### src/rtl/tcw_pkg.sv
`default_nettype none
// ----------------------------------------------------------------------------
// tcw_pkg
// Shared types and constants of the text console writer: screen geometry,
// command and character codes, channel payloads and controller interface.
// ----------------------------------------------------------------------------
package tcw_pkg;

  localparam int COLUMNS    = 80;
  localparam int ROWS       = 25;
  localparam int CELL_COUNT = COLUMNS * ROWS;
  localparam int MOVE_COUNT = (ROWS - 1) * COLUMNS;
  localparam int TAB_STEP   = 8;

  localparam int COL_W  = $clog2(COLUMNS);
  localparam int ROW_W  = $clog2(ROWS);
  localparam int ADDR_W = $clog2(CELL_COUNT);

  localparam logic [1:0] CMD_PUT   = 2'd0;
  localparam logic [1:0] CMD_CLEAR = 2'd1;
  localparam logic [1:0] CMD_READ  = 2'd2;

  localparam logic [7:0]  CH_LF      = 8'h0A;
  localparam logic [7:0]  CH_CR      = 8'h0D;
  localparam logic [7:0]  CH_TAB     = 8'h09;
  localparam logic [7:0]  CH_SPACE   = 8'h20;
  localparam logic [7:0]  TEXT_ATTR  = 8'h0F;
  localparam logic [15:0] BLANK_CELL = {TEXT_ATTR, CH_SPACE};

  typedef struct packed {
    logic [1:0]  command;
    logic [7:0]  char_code;
    logic [10:0] cell_index;
  } req_t;

  typedef struct packed {
    logic [15:0] cell_data;
    logic [10:0] cursor_position;
  } rsp_t;

  typedef enum logic [2:0] {
    ST_INIT,
    ST_IDLE,
    ST_EXEC,
    ST_MOVE,
    ST_BLANK,
    ST_RESP
  } state_t;

  typedef struct packed {
    logic latch_req;
    logic exec;
    logic ptr_clr;
    logic ptr_inc;
    logic move;
    logic blank;
    logic load_rsp;
  } ctl_cmd_t;

  typedef struct packed {
    logic [1:0] command;
    logic       scroll;
    logic       ptr_move_end;
    logic       ptr_last;
  } ctl_sts_t;

endpackage
`default_nettype wire

### src/rtl/tcw_controller.sv
`default_nettype none
// ----------------------------------------------------------------------------
// tcw_controller
// Sequencer for command execution, scroll and blanking sweeps, and the
// response channel handshake.
// ----------------------------------------------------------------------------
module tcw_controller (
  input  wire logic              clk,
  input  wire logic              rst,
  input  wire logic              req_valid,
  output logic                   req_stall,
  output logic                   rsp_valid,
  input  wire logic              rsp_stall,
  input  wire tcw_pkg::ctl_sts_t sts,
  output tcw_pkg::ctl_cmd_t      cmd
);

  tcw_pkg::state_t state;
  tcw_pkg::state_t state_next;
  logic            rsp_valid_next;

  always_ff @(posedge clk) begin
    if (rst) begin
      state     <= tcw_pkg::ST_INIT;
      rsp_valid <= 1'b0;
    end else begin
      state     <= state_next;
      rsp_valid <= rsp_valid_next;
    end
  end

  always_comb begin
    state_next = state;
    cmd        = '0;
    unique case (state)
      tcw_pkg::ST_INIT: begin
        cmd.blank = 1'b1;
        if (sts.ptr_last) begin
          state_next = tcw_pkg::ST_IDLE;
        end else begin
          cmd.ptr_inc = 1'b1;
        end
      end
      tcw_pkg::ST_IDLE: begin
        cmd.ptr_clr = 1'b1;
        if (req_valid) begin
          cmd.latch_req = 1'b1;
          state_next    = tcw_pkg::ST_EXEC;
        end
      end
      tcw_pkg::ST_EXEC: begin
        cmd.exec = 1'b1;
        priority if (sts.command == tcw_pkg::CMD_PUT && sts.scroll) begin
          state_next = tcw_pkg::ST_MOVE;
        end else if (sts.command == tcw_pkg::CMD_CLEAR) begin
          state_next = tcw_pkg::ST_BLANK;
        end else begin
          state_next = tcw_pkg::ST_RESP;
        end
      end
      tcw_pkg::ST_MOVE: begin
        cmd.move = 1'b1;
        if (sts.ptr_move_end) begin
          state_next = tcw_pkg::ST_BLANK;
        end else begin
          cmd.ptr_inc = 1'b1;
        end
      end
      tcw_pkg::ST_BLANK: begin
        cmd.blank = 1'b1;
        if (sts.ptr_last) begin
          state_next = tcw_pkg::ST_RESP;
        end else begin
          cmd.ptr_inc = 1'b1;
        end
      end
      tcw_pkg::ST_RESP: begin
        if (!rsp_valid || !rsp_stall) begin
          cmd.load_rsp = 1'b1;
          state_next   = tcw_pkg::ST_IDLE;
        end
      end
      default: begin
        state_next = tcw_pkg::ST_IDLE;
      end
    endcase
  end

  // output slot: filled on load, emptied when the transaction completes
  assign rsp_valid_next = cmd.load_rsp | (rsp_valid & rsp_stall);
  assign req_stall      = state != tcw_pkg::ST_IDLE;

endmodule
`default_nettype wire

### config.mk
export PLATFORM = sky130hd
export DESIGN_NAME = tcw_controller
export DESIGN_NICKNAME = d
export VERILOG_FILES = /design/src/rtl/tcw_pkg.sv /design/src/rtl/tcw_controller.sv
export SDC_FILE = /design/constraint.sdc
export NUM_CORES = 1
export LEC_CHECK = 0
export ABC_AREA = 1
export BUFFER_PORTS_ARGS = -buffer_cell sky130_fd_sc_hd__buf_4
export CAP_MARGIN = 40
export CORE_AREA = 2 2 39 41
export DETAILED_ROUTE_END_ITERATION = 8
export DIE_AREA = 0 0 41 43
export PLACE_DENSITY = 0.56
export SLEW_MARGIN = 20
export SYNTH_ARGS = -nofsm -noshare
export SYNTH_HDL_FRONTEND = slang
export SYNTH_SLANG_ARGS = --single-unit
### constraint.sdc
create_clock -name clk -period 2.85 [get_ports clk]
set_input_delay 0.57 -clock clk [delete_from_list [all_inputs] [get_ports clk]]
set_output_delay 0.57 -clock clk [all_outputs]
set_load 0.005 [all_outputs]
==> results of run 1 <==
==> where the power goes <==
group	total [mW]	internal (mW)	switching, mW
Combinational	0.148	0.0725	0.0755
Clock	0.0659	0.0468	0.0191
Sequential	0.0907	0.0702	0.0205
==> registers in the layout (all words and copies together), names as in the netlist <==
signal and flops:
state 3, rsp_valid 1
==> metrics by stage <==
stage / total power [mW] / util / instance area [µm²] / hold WS [ps] / instances
after floorplan: 0.1844 / - / 294.0 / 475.2 / 54
after global placement: 0.2426 / 0.3110 / 430.4 / 483.5 / 86
after detailed placement: 0.2421 / 0.3110 / 430.4 / 479.7 / 86
after CTS: 0.3117 / 0.3273 / 452.9 / 484.6 / 89
after global routing: 0.3405 / 0.3273 / 452.9 / 515.4 / 89
final: 0.3046 / 0.3273 / 452.9 / 478.5 / 89
==> Yosys cell counts <==
master,instances
nand3_1,2
a21oi_1,3
nor3_1,1
buf_6,1
o22ai_1,1
o21ai_0,1
nand2_2,1
inv_1,10
nor2_1,12
dfxtp_1,4
nor2_2,2
nand2_1,16
==> worst paths after layout <==
path              startpoint         to  slack (ps)  depth (start not counted)
setup reg to reg    state[2]   state[2]        1660                          7
hold / removal     rsp_valid  rsp_valid         480                          2
setup / recovery    state[2]     cmd[6]        1000                          4
hold reg to reg    rsp_valid  rsp_valid         480                          2
==> worst max-delay path: cells and delay by family (launching register included) <==
family | cells | cell delay, ps
buffers and inverters | 2 | 210
and+or+nand+nor | 2 | 460
DFF | 1 | 380
==> cell type report <==
class / count / share of cell area
Multi-Input combinational cell: 39 / 0.3646
Timing Repair Buffer: 17 / 0.2818
Sequential cell: 4 / 0.1768
Inverter: 10 / 0.08287
Clock buffer: 3 / 0.04972
Tap cell: 16 / 0.04420
==> cell families (layout without fill, tap and decap cells) <==
kind of cell | count (synthesis) | count (layout) | share of synthesized area
flip-flops | 4 | 4 | 0.2724
buffers and inverters | 11 | 30 | 0.1660
AND/OR/NAND/NOR | 34 | 34 | 0.4723
AO/OA/AOI/OAI | 5 | 5 | 0.08934
==> per-layer routing <==
metal / routed length [µm] / GRT usage / part of all wire / vias to the layer above
li1: - / - / - / 203
met1: 282 / 0.1194 / 0.43 / 145
met2: 347 / 0.1438 / 0.52 / 8
met3: 33 / 0.03141 / 0.050 / 0
met4: 0 / 0.06000 / 0 / 0
met5: 0 / 0 / 0 / -
==> metrics.md, run 1 <==
| Metric | Value |
|---|---|
| Setup tns final | 0 ps |
| Pwr Density | 672.6 nW/µm² |
| Register area share after synthesis | 0.2723 |
| Post-synthesis register bit count | 4 |
| Final Critical Period | 1849 ps |
| Multi-input gate area | 165.2 µm² |
| Place WS | 1257 ps |
| Pleak | 0.2669 nW |
| Hold Path Class | flop to flop |
| Arrival time worst endpoint | 1280 ps |
| Syn Nets | 63 |
| Worst Max-Slew Pin Slew | 346.5 ps |
| Synth area leader | dfxtp_1 |
| Status | finished clean |
| Slew headroom | 0.7672 |
| Vias in the first global route | 307 |
| Cell Chain, Critical Path | nor3_1 -> inv_1 -> nor2_1 -> buf_4 |
| Area grow syn2layout | 54.04% |
| DR WL/cell | 7.449 µm |
| Hold_buf cts | 0 |
| Io pins | 18 |
| DP HPWL | 594.7 µm |
| Synth Instances | 54 |
| # setup viols final | 0 |
| Worst vdd ir | 201.5 µV |
| Setup Fix Bufs, Post-CTS | 0 |
| Clock Skew | 2.560 ps |
| H-Tree Depth | 1 |
| Gr ovfl total | 0 |
| Placer congestion estimate | 0.6734 |
| Reg clk slew, reported paths | 40 ps |
| Most common cell after layout, fill and taps aside | buf_4 |
| DIE AREA | 1763 µm² |
| # diodes | 0 |
| Initial drt markers | 5 |
| Vias/cell | 4.000 |
| CP Max Fanout | 9 |
| Max frequency | 0.5409 GHz |
| Die H | 43 µm |
| Element type at the critical path start | flop |
| IO buf count | 17 |
| RSZ-0062 raised after global routing | no |
| CTS-repair resized insts | 0 |
| # fillers | 164 |
| Critical path class | flop to output port |
| First-pass DRT Iterations | 2 |
| Core area | 1384 µm² |
| Die Wd | 41 µm |
| First-pass GRT wire length | 1193 µm |
| Vias | 356 |
| Register Area | 80.08 µm² |
| Syn Area/Cell | 5.445 µm² |
| Final nets | 84 |
| Final ANT Viol Nets | 0 |
| Layout cells sized above 1 | 0.3151 |
| Final WL | 663 µm |
| Top-area cell type share of the netlist area | 0.2723 |
| CTS Buffer Depth | 2 |
| Gr usage total | 0.09849 |
| Initial antenna violation count | 0 |
| Total of max-cap violations | 0 |
| Top cells by area, synth | dfxtp_1, nand2_1, nor2_1 |
| Clock sinks | 4 |
| TritonCTS Buffers | 3 |
| CTS tree | yes |
| CP max-delay cell | dfxtp_1 |
| Final hold violation count | 0 |
| Worst Setup End Kind | output port |
| Post-Syn Area | 294.0 µm² |
| Max Slew Vio Count | 0 |
| Critical path data required time | 2280 ps |
| Setup ws final | 1001 ps |
| Remaining DRCs | 0 |
| Clock Tree Root | clkbuf_4 |
| Most frequent cells in the layout | buf_4, nand2_1, nor2_1 |
| FP Rows | 14 |
| Initial core utilization | 0.2125 |
| Largest net degree at the start of global routing | 10 |
| Part of the cycle the worst path needs | 0.6487 |
| Synth warnings | 0 |
| Count of cell types in the netlist | 12 |
| CP max stage delay | 380 ps |
| Later-pin clock latency in the skew report | 230 ps |
Note: power is estimated with default switching activity, not from simulation.
==> run 2: changes to the inputs <==
clock period = 1.9 ns   (was 2.85 ns; I/O delays follow)
==> run 2 against run 1 <==
- sequential share of layout area did not move
- first-iteration DRC count fell by 20%
- worst setup slack got worse by 730 ps
- largest power group unchanged
==> metrics.md, run 2 (synthesis results as in run 1) <==
| Metric | Value |
|---|---|
| Status | finished clean |
| Max frequency | 0.6155 GHz |
| Final WL | 710 µm (+7.1%) |
| Vias/cell | 3.966 (-0.84%) |
| Area grow syn2layout | 54.04% (unchanged) |
| Part of the cycle the worst path needs | 0.8551 |
| Pleak | 0.2669 nW (unchanged) |
| Worst Reg2Reg Path Length in Cells | 7 (unchanged) |
| Layout cells sized above 1 | 0.3151 (unchanged) |
| Setup Fix Bufs, Post-CTS | 0 (unchanged) |
| First-pass GRT wire length | 1200 µm (+0.59%) |
| Die H | 43 µm (unchanged) |
| Final hold violation count | 0 (unchanged) |
| Die Wd | 41 µm (unchanged) |
| Clock sinks | 4 (unchanged) |
| Vias | 353 (-0.84%) |
| Critical path data required time | 1520 ps (-760 ps) |
| Max reg flops | 3 (unchanged) |
| Max Slew Vio Count | 0 (unchanged) |
| Worst Max-Slew Pin Slew | 323.4 ps (-23.15 ps) |
| Final nets | 84 (unchanged) |
| Critical path class | flop to output port |
| Final ANT Viol Nets | 0 (unchanged) |
| Setup slack, reg-to-reg | 730 ps (-930 ps) |
| # diodes | 0 (unchanged) |
| DP HPWL | 595.4 µm (+0.12%) |
| CTS tree | yes |
| Worst vdd ir | 313.2 µV (+55%) |
| Io pins | 18 (unchanged) |
| Vias in the first global route | 312 (+1.6%) |
| Dpl cell area | 430.4 µm² (unchanged) |
| # setup viols final | 0 (unchanged) |
| CTS Buffer Depth | 2 (unchanged) |
| Slew headroom | 0.7828 (+0.01555) |
| Reg clk slew, reported paths | 40 ps (about the same) |
| Hold Crit Start | rst |
| IO buf count | 17 (unchanged) |
| Total of max-cap violations | 0 (unchanged) |
| Largest net degree at the start of global routing | 10 (unchanged) |
| Core area | 1384 µm² (unchanged) |
| Biggest register | state |
| Reg-to-Reg Start | state[2] |
| CTS-repair resized insts | 0 (unchanged) |
| RR Endpoint | state[2] |
| Final Critical Period | 1625 ps |
| Element type at the critical path start | flop |
| Design Area, Final | 452.9 µm² (unchanged) |
| Clock Skew | 2.150 ps (-0.4100 ps) |
| TritonCTS Buffers | 3 (unchanged) |
| DR WL/cell | 7.978 µm (+7.1%) |
| Setup tns final | 0 ps (unchanged) |
| Hold_buf cts | 0 (unchanged) |
| Hold Path Class | primary input to flop |
| Critical path launch point | state[2] |
| H-Tree Depth | 1 (unchanged) |
| Placer congestion estimate | 0.7028 (+4.4%) |
| Clock Tree Root | clkbuf_4 |
| Gr ovfl total | 0 (unchanged) |
| RSZ-0062 raised after global routing | no |
| Initial core utilization | 0.2125 (unchanged) |
| Critical Path Sink | cmd[6] |
| Gr usage total | 0.1002 (+0.001708) |
| Hold slack | 318.6 ps (-160.0 ps) |
| First-pass DRT Iterations | 4 (+2) |
| Remaining DRCs | 0 (unchanged) |
| Leading registers by flop count | state (3), rsp_valid (1) |
| Later-pin clock latency in the skew report | 240 ps (about the same) |
| Pwr Density | 1022 nW/µm² (+52%) |
| Most frequent cells in the layout | buf_4, nand2_1, nor2_1 |
| Most common cell after layout, fill and taps aside | buf_4 |
| CP Max Fanout | 9 (unchanged) |
| Arrival time worst endpoint | 1240 ps (-40 ps) |
| DIE AREA | 1763 µm² (unchanged) |
| Initial drt markers | 4 (-1) |
| Initial antenna violation count | 0 (unchanged) |
| FP Rows | 14 (unchanged) |
| Worst Setup End Kind | output port |
## run 2: power by group
part           leakage, nW  internal [mW]  switching [mW]
clock network       0.0138         0.0707          0.0353
logic                0.220          0.109           0.114
registers           0.0330          0.105          0.0287
## run 2: worst min path at each step
stage | cells after the start | slack [ps] | endpoint
final | 2 | 320 | rsp_valid
after global routing | 2 | 320 | rsp_valid
after CTS | 2 | 320 | rsp_valid
after detailed placement | 2 | 480 | rsp_valid
after global placement | 2 | 480 | rsp_valid
after floorplan | 1 | 450 | rsp_valid
## run 2: critical path: stages (launching register included)
cell and delay, ps:
dfxtp_1 370, nor3_1 340, inv_1 90, nor2_1 90, buf_4 110
## run 2: final cells by class
type	count	area, µm²
tap	16	20.02
multi-input combinational	39	165.2
timing repair buffer	17	127.6
fill	159	930.9
sequential	4	80.08
inverter	10	37.54
clock buffer	3	22.52
## run 2: metrics by stage
stage,std cells,util,power (mW),setup slack [ps]
2_1_floorplan,54,-,0.2766,561.0
3_3_place_gp,86,0.3110,0.3633,535.1
3_5_place_dp,86,0.3110,0.3609,508.7
4_1_cts,89,0.3273,0.4680,262.2
5_1_grt,89,0.3273,0.5077,125.4
6_report,89,0.3273,0.4630,275.3
## run 2: per-layer routing
| layer | GRT usage | wire length [µm] | vias up |
|---|---|---|---|
| met3 | 0.01571 | 46 | 4 |
| met2 | 0.1469 | 338 | 10 |
| met4 | 0.08000 | 29 | 0 |
| met1 | 0.1214 | 295 | 139 |
| li1 | - | - | 200 |
| met5 | 0 | 0 | - |
==> run 3: changes to the inputs <==
RECOVER_POWER = 100   (was default)
==> run 3 against run 2 <==
- worst setup slack worse by 5.2 ps
- wire length is 0.70% lower
- sequential share of layout area is 0.30 points higher
- clock skew hardly changed
- sequential cell count stayed put
- register-to-register slack worse by 60 ps
- count of clock-buffer cells in the layout stayed put
- first-iteration DRC count is 25% higher
- non-clock buffer count stayed put
- final cell count stayed put
==> metrics.md, run 3 (synthesis results as in run 1) <==
| Metric | Value |
|---|---|
| Part of the cycle the worst path needs | 0.8578 (+0.002741) |
| Dpl cell area | 430.4 µm² (unchanged) |
| Most frequent cells in the layout | nand2_1, nor2_1, buf_4 |
| Register Area | 80.08 µm² (unchanged) |
| CTS-repair resized insts | 0 (unchanged) |
| # fillers | 160 (+0.63%) |
| Most common cell after layout, fill and taps aside | nand2_1 |
| Setup Fix Bufs, Post-CTS | 0 (unchanged) |
| Multi-input gate area | 157.7 µm² (-4.5%) |
| Worst vdd ir | 310.0 µV (-1.0%) |
| Hold_buf cts | 0 (unchanged) |
| Switching part of the total | 0.3834 (-0.001761) |
| Leading registers by flop count | state (3), rsp_valid (1) |
| Gr usage total | 0.1002 (unchanged) |
| DP HPWL | 595.4 µm (unchanged) |
| Max frequency | 0.6135 GHz (-0.32%) |
| Critical path data required time | 1520 ps (about the same) |
| # diodes | 0 (unchanged) |
| Final ANT Viol Nets | 0 (unchanged) |
| CP Max Fanout | 9 (unchanged) |
| Pleak | 0.2649 nW (-0.75%) |
| Pwr Density | 1016 nW/µm² (-0.58%) |
| Switching pwr | 0.1736 mW (-2.7%) |
| Io pins | 18 (unchanged) |
| First-pass DRT Iterations | 4 (unchanged) |
| Critical path class | flop to output port |
| Worst Max-Slew Pin Slew | 323.4 ps (unchanged) |
| DIE AREA | 1763 µm² (unchanged) |
| # setup viols final | 0 (unchanged) |
| Worst Setup End Kind | output port |
| Layout cells sized above 1 | 0.2740 (-0.04110) |
| Remaining DRCs | 0 (unchanged) |
| IO buf count | 17 (unchanged) |
| Initial core utilization | 0.2125 (unchanged) |
| Largest net degree at the start of global routing | 10 (unchanged) |
| Placer congestion estimate | 0.7028 (unchanged) |
| Initial antenna violation count | 0 (unchanged) |
| Hold slack | 318.4 ps (-0.1150 ps) |
| Initial drt markers | 5 (+1) |
| Vias | 356 (+0.85%) |
| Slew headroom | 0.7828 (unchanged) |
| FP Rows | 14 (unchanged) |
| Reg clk slew, reported paths | 40 ps (about the same) |
| Biggest register | state |
| Sequential Power Share | 0.293 (+0.004) |
| Setup tns final | 0 ps (unchanged) |
| Status | finished clean |
| Vias in the first global route | 312 (unchanged) |
| Core area | 1384 µm² (unchanged) |
| Later-pin clock latency in the skew report | 240 ps (about the same) |
| Arrival time worst endpoint | 1250 ps (about the same) |
| Design Area, Final | 445.4 µm² (-1.7%) |
| TritonCTS Buffers | 3 (unchanged) |
| Area grow syn2layout | 51.49% |
| Final nets | 84 (unchanged) |
| RSZ-0062 raised after global routing | no |
| Die H | 43 µm (unchanged) |
| Clock sinks | 4 (unchanged) |
| Max Slew Vio Count | 0 (unchanged) |
| Final hold violation count | 0 (unchanged) |
| Hold Path Class | primary input to flop |
| Clock Skew | 2.156 ps (+0.005610 ps) |
| Total of max-cap violations | 0 (unchanged) |
| Final Critical Period | 1630 ps (+5.208 ps) |
| Cell-internal power | 0.2791 mW (-2.0%) |
| Vias/cell | 4.000 (+0.85%) |
| Logic pwr share | 0.473 (-0.009) |
| Hold Crit Start | rst |
| Final WL | 705 µm (-0.70%) |
| Gr ovfl total | 0 (unchanged) |
| Critical path launch point | state[2] |
| Die Wd | 41 µm (unchanged) |
| Clock power frac | 0.234 (+0.005) |
| CTS Buffer Depth | 2 (unchanged) |
| Setup slack, reg-to-reg | 670 ps (-60 ps) |
| DR WL/cell | 7.921 µm (-0.70%) |
| H-Tree Depth | 1 (unchanged) |
| Max reg flops | 3 (unchanged) |
| First-pass GRT wire length | 1200 µm (unchanged) |
| Clock Tree Root | clkbuf_4 |
| Reg-to-Reg Start | state[2] |
| Element type at the critical path start | flop |
| CTS tree | yes |
-- run 3: changes by cell type in the layout (fill, tap and decap cells not counted), sizes merged --
cell and delta:
clkbuf +6, buf -6
-- run 3: power by group through the flow --
| stage | combinational (mW) | sequential (mW) | clock [mW] |
|---|---|---|---|
| after floorplan | 0.156 | 0.121 | 0 |
| after global placement | 0.229 | 0.135 | 0 |
| after detailed placement | 0.225 | 0.136 | 0 |
| after CTS | 0.227 | 0.134 | 0.108 |
| after global routing | 0.245 | 0.137 | 0.115 |
| final | 0.214 | 0.133 | 0.106 |
-- run 3: critical path, cell delays in order (launching register included) --
cell and delay, ps:
dfxtp_1 370, nor3_1 340, inv_1 90, nor2_1 90, clkbuf_4 130
-- run 3: path summary, 6_finish.rpt --
check        depth (start not counted)        end
max                                  4     cmd[6]
min                                  2  rsp_valid
max reg2reg                          7   state[2]
min reg2reg                          2  rsp_valid
-- run 3: cell type report --
| cell class | count | area share |
|---|---|---|
| multi-input combinational | 39 | 0.3539 |
| timing repair buffer | 17 | 0.2865 |
| sequential | 4 | 0.1798 |
| inverter | 10 | 0.08427 |
| clock buffer | 3 | 0.05056 |
| tap | 16 | 0.04494 |
-- run 3: per-stage QoR --
stage                       util  std cells  setup WS [ps]  total power, mW
after floorplan                -         54          561.0           0.2766
final                     0.3219         89          270.1           0.4527
after global placement    0.3110         86          535.1           0.3633
after CTS                 0.3273         89          262.2           0.4680
after detailed placement  0.3110         86          508.7           0.3609
after global routing      0.3219         89          112.8           0.4973
-- run 3: layer usage --
metal  vias up  track usage  routed length, µm
li1        200            -                  -
met1       140       0.1214                292
met2        12       0.1469                336
met3         4      0.01571                 47
met4         0      0.08000                 29
met5         -            0                  0
